<file path="src/hdl/oaat_pkg.sv">
`default_nettype none

package oaat_pkg;

  localparam int unsigned HASH_W = 32;
  localparam int unsigned BYTE_W = 8;
  localparam int unsigned PC_W = 3;
  localparam int unsigned CNT_W = 5;
  localparam logic [HASH_W-1:0] TABLE_SIZE_RESET = 32'd1024;

  // datapath operation selected by the control word
  typedef enum logic [2:0] {
    OP_ACCEPT   = 3'd0,
    OP_MIX3     = 3'd1,
    OP_MIX11    = 3'd2,
    OP_MIX15    = 3'd3,
    OP_DIV_INIT = 3'd4,
    OP_DIV_STEP = 3'd5,
    OP_EMIT     = 3'd6,
    OP_NOP      = 3'd7
  } op_t;

  // jump condition; taken goes to target, otherwise fall through to pc + 1
  typedef enum logic [1:0] {
    JC_NEVER       = 2'd0,
    JC_NO_KEY_END  = 2'd1,
    JC_CNT_NZ      = 2'd2,
    JC_OUT_BUSY    = 2'd3
  } cond_t;

  localparam logic [PC_W-1:0] PC_START  = 3'd0;
  localparam logic [PC_W-1:0] PC_DIV    = 3'd5;
  localparam logic [PC_W-1:0] PC_EMIT   = 3'd6;

  typedef struct packed {
    op_t             op;
    cond_t           cond;
    logic            jump_always;
    logic [PC_W-1:0] target;
  } uword_t;

  typedef struct packed {
    op_t op;
  } ctrl_t;

  typedef struct packed {
    logic key_end;
    logic cnt_nz;
    logic out_busy;
  } status_t;

  function automatic uword_t ucode(input logic [PC_W-1:0] pc);
    uword_t w;
    case (pc)
      3'd0:    w = '{OP_ACCEPT,   JC_NO_KEY_END, 1'b0, PC_START};
      3'd1:    w = '{OP_MIX3,     JC_NEVER,      1'b0, PC_START};
      3'd2:    w = '{OP_MIX11,    JC_NEVER,      1'b0, PC_START};
      3'd3:    w = '{OP_MIX15,    JC_NEVER,      1'b0, PC_START};
      3'd4:    w = '{OP_DIV_INIT, JC_NEVER,      1'b0, PC_START};
      3'd5:    w = '{OP_DIV_STEP, JC_CNT_NZ,     1'b0, PC_DIV};
      3'd6:    w = '{OP_EMIT,     JC_OUT_BUSY,   1'b0, PC_EMIT};
      default: w = '{OP_NOP,      JC_NEVER,      1'b1, PC_START};
    endcase
    return w;
  endfunction

endpackage

`default_nettype wire

</file>
<file path="src/hdl/oaat_seq.sv">
`default_nettype none

module oaat_seq (
  input  wire logic             clk,
  input  wire logic             rst_n,
  input  wire oaat_pkg::status_t status,
  output oaat_pkg::ctrl_t       ctrl
);

  logic [oaat_pkg::PC_W-1:0] pc_r;
  logic [oaat_pkg::PC_W-1:0] pc_nxt;
  oaat_pkg::uword_t          uw;
  logic                      taken;

  assign uw = oaat_pkg::ucode(pc_r);
  assign ctrl.op = uw.op;

  always_comb begin
    case (uw.cond)
      oaat_pkg::JC_NO_KEY_END: taken = !status.key_end;
      oaat_pkg::JC_CNT_NZ:     taken = status.cnt_nz;
      oaat_pkg::JC_OUT_BUSY:   taken = status.out_busy;
      default:                 taken = 1'b0;
    endcase
    if (taken || uw.jump_always) begin
      pc_nxt = uw.target;
    end else begin
      pc_nxt = pc_r + 1'b1;
    end
  end

  always_ff @(posedge clk) begin
    if (!rst_n) begin
      pc_r <= oaat_pkg::PC_START;
    end else begin
      pc_r <= pc_nxt;
    end
  end

endmodule

`default_nettype wire

</file>
<file path="src/hdl/oaat_dp.sv">
`default_nettype none

module oaat_dp (
  input  wire logic                        clk,
  input  wire logic                        rst_n,
  input  wire oaat_pkg::ctrl_t             ctrl,
  output oaat_pkg::status_t                status,
  input  wire logic                        in_valid,
  output logic                             in_stall,
  input  wire logic [oaat_pkg::BYTE_W-1:0] in_key_byte,
  input  wire logic                        in_is_last,
  input  wire logic                        in_is_empty,
  output logic                             out_valid,
  input  wire logic                        out_stall,
  output logic [oaat_pkg::HASH_W-1:0]      out_bucket_index,
  output logic [oaat_pkg::HASH_W-1:0]      out_hash_value,
  input  wire logic                        cfg_valid,
  output logic                             cfg_ready,
  input  wire logic [oaat_pkg::HASH_W-1:0] cfg_data
);

  localparam int unsigned W = oaat_pkg::HASH_W;

  logic [W-1:0]                 hash_r, hash_nxt;
  logic [W-1:0]                 dvd_r, dvd_nxt;
  logic [W-1:0]                 rem_r, rem_nxt;
  logic [oaat_pkg::CNT_W-1:0]   cnt_r, cnt_nxt;
  logic [W-1:0]                 tsize_r;
  logic                         out_valid_r, out_valid_nxt;
  logic [W-1:0]                 out_bucket_r, out_hash_r;
  logic                         in_take;
  logic                         emit_go;
  logic [W:0]                   rem_sh;
  logic [W:0]                   rem_sub;
  logic [W-1:0]                 absorbed;
  logic [W-1:0]                 sum_b;

  assign in_stall  = (ctrl.op != oaat_pkg::OP_ACCEPT);
  assign in_take   = in_valid && !in_stall;
  assign cfg_ready = 1'b1;

  assign status.key_end  = in_take && (in_is_last || in_is_empty);
  assign status.cnt_nz   = (cnt_r != '0);
  assign status.out_busy = out_valid_r && out_stall;

  assign emit_go = (ctrl.op == oaat_pkg::OP_EMIT) && !status.out_busy;

  assign out_valid        = out_valid_r;
  assign out_bucket_index = out_bucket_r;
  assign out_hash_value   = out_hash_r;

  // absorb one key byte into the running hash
  assign sum_b    = hash_r + {{(W-oaat_pkg::BYTE_W){1'b0}}, in_key_byte};
  assign absorbed = (sum_b + (sum_b << 10)) ^ ((sum_b + (sum_b << 10)) >> 6);

  // restoring divide, one quotient bit per step
  assign rem_sh  = {rem_r, dvd_r[W-1]};
  assign rem_sub = rem_sh - {1'b0, tsize_r};

  always_comb begin
    hash_nxt = hash_r;
    dvd_nxt  = dvd_r;
    rem_nxt  = rem_r;
    cnt_nxt  = cnt_r;
    case (ctrl.op)
      oaat_pkg::OP_ACCEPT: begin
        if (in_take) begin
          hash_nxt = in_is_empty ? '0 : absorbed;
        end
      end
      oaat_pkg::OP_MIX3:  hash_nxt = hash_r + (hash_r << 3);
      oaat_pkg::OP_MIX11: hash_nxt = hash_r ^ (hash_r >> 11);
      oaat_pkg::OP_MIX15: hash_nxt = hash_r + (hash_r << 15);
      oaat_pkg::OP_DIV_INIT: begin
        dvd_nxt = hash_r;
        rem_nxt = '0;
        cnt_nxt = oaat_pkg::CNT_W'(W - 1);
      end
      oaat_pkg::OP_DIV_STEP: begin
        rem_nxt = (rem_sh >= {1'b0, tsize_r}) ? rem_sub[W-1:0] : rem_sh[W-1:0];
        dvd_nxt = {dvd_r[W-2:0], 1'b0};
        if (cnt_r != '0) begin
          cnt_nxt = cnt_r - 1'b1;
        end
      end
      oaat_pkg::OP_EMIT: begin
        if (emit_go) begin
          hash_nxt = '0;
        end
      end
      default: begin
      end
    endcase
  end

  always_comb begin
    out_valid_nxt = out_valid_r;
    if (out_valid_r && !out_stall) begin
      out_valid_nxt = 1'b0;
    end
    if (emit_go) begin
      out_valid_nxt = 1'b1;
    end
  end

  always_ff @(posedge clk) begin
    if (!rst_n) begin
      hash_r      <= '0;
      tsize_r     <= oaat_pkg::TABLE_SIZE_RESET;
      out_valid_r <= 1'b0;
      cnt_r       <= '0;
    end else begin
      hash_r      <= hash_nxt;
      out_valid_r <= out_valid_nxt;
      cnt_r       <= cnt_nxt;
      if (cfg_valid && cfg_ready) begin
        tsize_r <= cfg_data;
      end
    end
  end

  always_ff @(posedge clk) begin
    dvd_r <= dvd_nxt;
    rem_r <= rem_nxt;
    if (emit_go) begin
      out_hash_r   <= hash_r;
      // no buckets: report index zero
      out_bucket_r <= (tsize_r == '0) ? '0 : rem_r;
    end
  end

  a_busy_after_key_end: assert property (@(posedge clk) disable iff (!rst_n)
    status.key_end |=> in_stall)
    else $error("input taken right after key end");

  a_bucket_in_range: assert property (@(posedge clk) disable iff (!rst_n)
    out_valid_r && (tsize_r != '0) |-> (out_bucket_r < tsize_r))
    else $error("bucket index not below table size");

  a_div_done_at_emit: assert property (@(posedge clk) disable iff (!rst_n)
    (ctrl.op == oaat_pkg::OP_EMIT) |-> (cnt_r == '0))
    else $error("emit before divide finished");

  a_hash_cleared: assert property (@(posedge clk) disable iff (!rst_n)
    emit_go |=> (hash_r == '0))
    else $error("running hash not cleared after result");

endmodule

`default_nettype wire

</file>
<file path="src/hdl/one_at_a_time_hash_bucket.sv">
// Key bytes are taken one per cycle while in_stall is low; each byte is absorbed in the
// cycle it is accepted. A key's last byte (or an empty key) runs the final mix and a
// 32-step bit-serial modulo from the control program; the emit step then registers the
// result and holds while the output is stalled. No byte is accepted until that is done.
// Synchronous active-low reset clears the running hash and step counter, drops
// out_valid and loads table_size with 1024.
`default_nettype none

module one_at_a_time_hash_bucket (
  input  wire logic                        clk,
  input  wire logic                        rst_n,
  input  wire logic                        in_valid,
  output logic                             in_stall,
  input  wire logic [oaat_pkg::BYTE_W-1:0] in_key_byte,
  input  wire logic                        in_is_last,
  input  wire logic                        in_is_empty,
  output logic                             out_valid,
  input  wire logic                        out_stall,
  output logic [oaat_pkg::HASH_W-1:0]      out_bucket_index,
  output logic [oaat_pkg::HASH_W-1:0]      out_hash_value,
  input  wire logic                        cfg_valid,
  output logic                             cfg_ready,
  input  wire logic [oaat_pkg::HASH_W-1:0] cfg_data
);

  oaat_pkg::ctrl_t   ctrl;
  oaat_pkg::status_t status;

  oaat_seq u_seq (
    .clk    (clk),
    .rst_n  (rst_n),
    .status (status),
    .ctrl   (ctrl)
  );

  oaat_dp u_dp (
    .clk              (clk),
    .rst_n            (rst_n),
    .ctrl             (ctrl),
    .status           (status),
    .in_valid         (in_valid),
    .in_stall         (in_stall),
    .in_key_byte      (in_key_byte),
    .in_is_last       (in_is_last),
    .in_is_empty      (in_is_empty),
    .out_valid        (out_valid),
    .out_stall        (out_stall),
    .out_bucket_index (out_bucket_index),
    .out_hash_value   (out_hash_value),
    .cfg_valid        (cfg_valid),
    .cfg_ready        (cfg_ready),
    .cfg_data         (cfg_data)
  );

endmodule

`default_nettype wire
</file>
<file path="config.mk">
export PLATFORM = sky130hd
export DESIGN_NAME = one_at_a_time_hash_bucket
export DESIGN_NICKNAME = d
export VERILOG_FILES = /design/src/hdl/oaat_pkg.sv /design/src/hdl/oaat_seq.sv /design/src/hdl/oaat_dp.sv /design/src/hdl/one_at_a_time_hash_bucket.sv
export SDC_FILE = /design/constraint.sdc
export NUM_CORES = 1
export LEC_CHECK = 0
export BUFFER_PORTS_ARGS = -buffer_cell sky130_fd_sc_hd__buf_2
export CORE_MARGIN = 3
export CORE_UTILIZATION = 40
export DETAILED_ROUTE_END_ITERATION = 16
export GPL_TIMING_DRIVEN = 0
export PLACE_DENSITY = 0.61
export SLEW_MARGIN = 0
export SYNTH_ARGS = -nofsm -noshare
export SYNTH_HDL_FRONTEND = slang
export SYNTH_HIERARCHICAL = 1
export SYNTH_SLANG_ARGS = --single-unit
</file>
<file path="constraint.sdc">
create_clock -name clk -period 7.4 [get_ports clk]
set_clock_uncertainty 0.15 [all_clocks]
set_input_delay 1.11 -clock clk [delete_from_list [all_inputs] [get_ports clk]]
set_output_delay 1.11 -clock clk [all_outputs]
set_load 0.01 [all_outputs]
</file>
==> metrics.cfg <==
[pwr]
p_seq_share_pct=25.6
internal_power_w=0.00384
fin_total_pwr_w=0.00699
cellPowerDensity_nw_per_um2=422
clockPowerShare_pct=16.7
leakage_nw=6.74
p_sw_w=0.00315
sw_frac_of_total_pct=45.0
combPwrFrac_pct=57.7
max-vdd-ir-drop_v=0.000187

[route]
drt_iter0_drc=915
wire_per_inst_um=19.9
vias=12242
wl_mm=42.9
drc_errors=0
drt_pass1_iterations=5
viasPerCell=5.67
ant_nets=0

[sta]
tns_ps=0
finalMaxSlewViolations=0
hold_viol_final=0
fin_crit_sh_pct=83.4
grt_setup_unrepaired=false
relSlewSlack_pct=22.7
max_freq_mhz=162
worst_pin_slew_ps=1150
setup_viol=0
min_period_ps=6170

[floorplanning]
core_area_um2=35700
die_w_um=197
die_h_um=197
start_util_pct=40.7
io_pins=114
rows=69
die_area_um2=38700

[setup_path]
critPathArrivalTime_ps=6410
crit_start=in_key_byte[0]
cp-end-kind=flop
r2r_setup_slack_ps=1390
crit-reg2reg-launch=u_dp/hash_r[0]$_SDFFE_PN0P_
crit_type=in2reg
crit_path_end=u_dp/hash_r[28]$_SDFFE_PN0P_
reg2regPathDepth=22
reg2reg_to=u_dp/hash_r[28]$_SDFFE_PN0P_
worstPathMaxFanout=3
crit_path_start_kind=primary input
crit_required_ps=7640

[layout]
final_cell_mix=135 x a21oi_1, 128 x edfxtp_1, 127 x nor2_1
mostFrequentLayoutCell=a21oi_1
synthToLayoutAreaGrowth_pct=13.8
fin_nets=1846
diodes=0
drive_above_1_share_pct=13.4

[cts]
htreeDepth=1
root_buffer=clkbuf_16
cts_sinks=201
postCtsSetupRepairBufs=0
cts_buffer_depth=3
cts_tree=done
worstSkewPairLatency_ps=510
cts_buffers=23
ctsHoldBuffers=0
path_clk_slew_ps=60
cts.repair.resized=0

[global_routing]
antenna_found_initial=0
grt_pass1_vias=11725
grt_max_degree=34
overflow=0
grtUsageTotal_pct=21.5
grt_pass1_wl_mm=65.9

[synth]
synth.yosys.warnings=6
synth_edf_count=128
async_reset_ff_share_pct=0
netlist_area_um2=14500
ys_types=83
ys_ff_latch=201
ys.flop_type=edfxtp_1
syn_avg_cell_area_um2=9.43
synthCells=1542
ys_seq_area_share_pct=36.5
synth_nets=1706

[placement]
hpwl_mm=32.8
port_buffers=111
gp_congestion=0.948

[flow_run]
cap_violations=0

[min_path]
hp-class=reg2reg

[outcome]
outcome=completed

[cell type report]
class / count / area (µm²)
fill: 3476 / 19200
clock buffer: 32 / 639
inverter: 70 / 263
buffer: 64 / 367
sequential: 201 / 5310
tap: 461 / 577
timing repair buffer: 115 / 643
clock inverter: 10 / 129
multi-input combinational: 1207 / 8630
[cells by family after synthesis]
group	count (synthesis)	synth area share [%]
DFF	201	36.5
and+or+nand+nor	438	15.1
other	1	0.0258
xor gates and xnor gates	154	9.27
buffers and inverters	134	4.33
adders and majority gates	117	10.3
muxes	78	5.68
AOI/OAI and AO/OA	419	18.8
[power groups by stage]
stage	combinational, W	clock [W]	sequential, W
global route	0.00441	0.00124	0.00181
finish	0.00403	0.00117	0.00179
CTS	0.00397	0.00119	0.00179
global placement	0.00386	0	0.00184
floorplan	0.00296	0	0.00169
detailed placement	0.00394	0	0.00181
[state kept, by name (all words and copies together) (netlist names)]
signal / count
u_dp/out_hash_value: 32
u_seq/pc_r: 3
u_dp/dvd_r: 32
u_dp/hash_r: 32
u_dp/tsize_r: 32
u_dp/cnt_r: 5
u_dp/out_valid: 1
u_dp/rem_r: 32
u_dp/out_bucket_index: 32
[metal layers]
| metal | share of wire [%] | GRT usage [%] |
|---|---|---|
| met5 | 0 | 0 |
| met4 | 2.7 | 6.07 |
| met2 | 46 | 36.4 |
| met1 | 44 | 29.1 |
| met3 | 6.3 | 2.92 |
[metrics by stage]
step                std cells  util, %  cell area, µm²  hold slack (ps)  worst slack (ps)
CTS                      2160     46.3           16500              339              1340
detailed placement       2118     44.2           15800              329               857
finish                   2160     46.3           16500              322              1230
floorplan                1542        -           14500              256               944
global placement         2114     43.9           15700              318             -1690
global route             2160     46.3           16500              336               998
[critical path: stages]
cell	delay, ps
buf_2	100
ha_1	230
fa_1	410
a21o_1	200
a21oi_1	260
o21bai_1	100
a21oi_1	260
o21bai_1	140
a21o_1	220
and3_1	190
xor2_1	200
ha_1	300
fa_1	430
a211oi_1	330
o21ai_1	140
a21oi_1	310
o21ba_2	240
a31o_2	180
o21ai_0	90
a21oi_1	190
xor2_1	380
o22ai_1	170
a31o_2	230
[worst min path at each step]
stage	startpoint	endpoint	slack (ps)	cells past startpoint
after floorplan	u_dp/hash_r[31]$_SDFFE_PN0P_	u_dp/out_hash_value[31]$_DFFE_PP_	260	0
final	u_dp/hash_r[31]$_SDFFE_PN0P_	u_dp/out_hash_value[31]$_DFFE_PP_	320	0
after detailed placement	u_dp/hash_r[31]$_SDFFE_PN0P_	u_dp/out_hash_value[31]$_DFFE_PP_	330	0
after global placement	u_dp/hash_r[31]$_SDFFE_PN0P_	u_dp/out_hash_value[31]$_DFFE_PP_	320	0
after global routing	u_dp/hash_r[31]$_SDFFE_PN0P_	u_dp/out_hash_value[31]$_DFFE_PP_	340	0
after CTS	u_dp/hash_r[31]$_SDFFE_PN0P_	u_dp/out_hash_value[31]$_DFFE_PP_	340	0
[cells in the mapped netlist (5+ instances only)]
master    number  area share (%)
a21boi_0       5            0.26
mux2_2        32             2.5
a31oi_1        9            0.39
o21ai_0       79             2.7
nand4_1       17            0.73
nand2_1       77             2.0
and3_1        11            0.47
o221ai_1       7            0.42
o211a_1        5            0.34
o21ai_1        5            0.17
a21oi_1      135             4.6
a221oi_1      13            0.78
and2_1        12            0.52
nor2b_1       79             3.4
inv_1         70             1.8
nor4_1        12            0.52
dfxtp_1       73              10
or3_1          7            0.30
o211ai_1      11            0.57
xor2_1        57             3.4
ha_1         112             9.6
a211o_1        6            0.36
nand3_1       31             1.1
nor3_1        27            0.93
fa_1           5            0.69
o22ai_1       10            0.43
mux2i_1       45             3.1
o21bai_1      15            0.77
o21a_1        15            0.77
nand2b_1      14            0.60
a211oi_1       8            0.41
xnor2_1       97             5.8
nor2_1       128             3.3
clkbuf_1      44             1.1
nand3b_1       5            0.26
edfxtp_1     128              26
a21o_1        37             1.9
o31ai_1        6            0.31
buf_2          5            0.17
No activity file was read; power rests on OpenSTA's default activity.
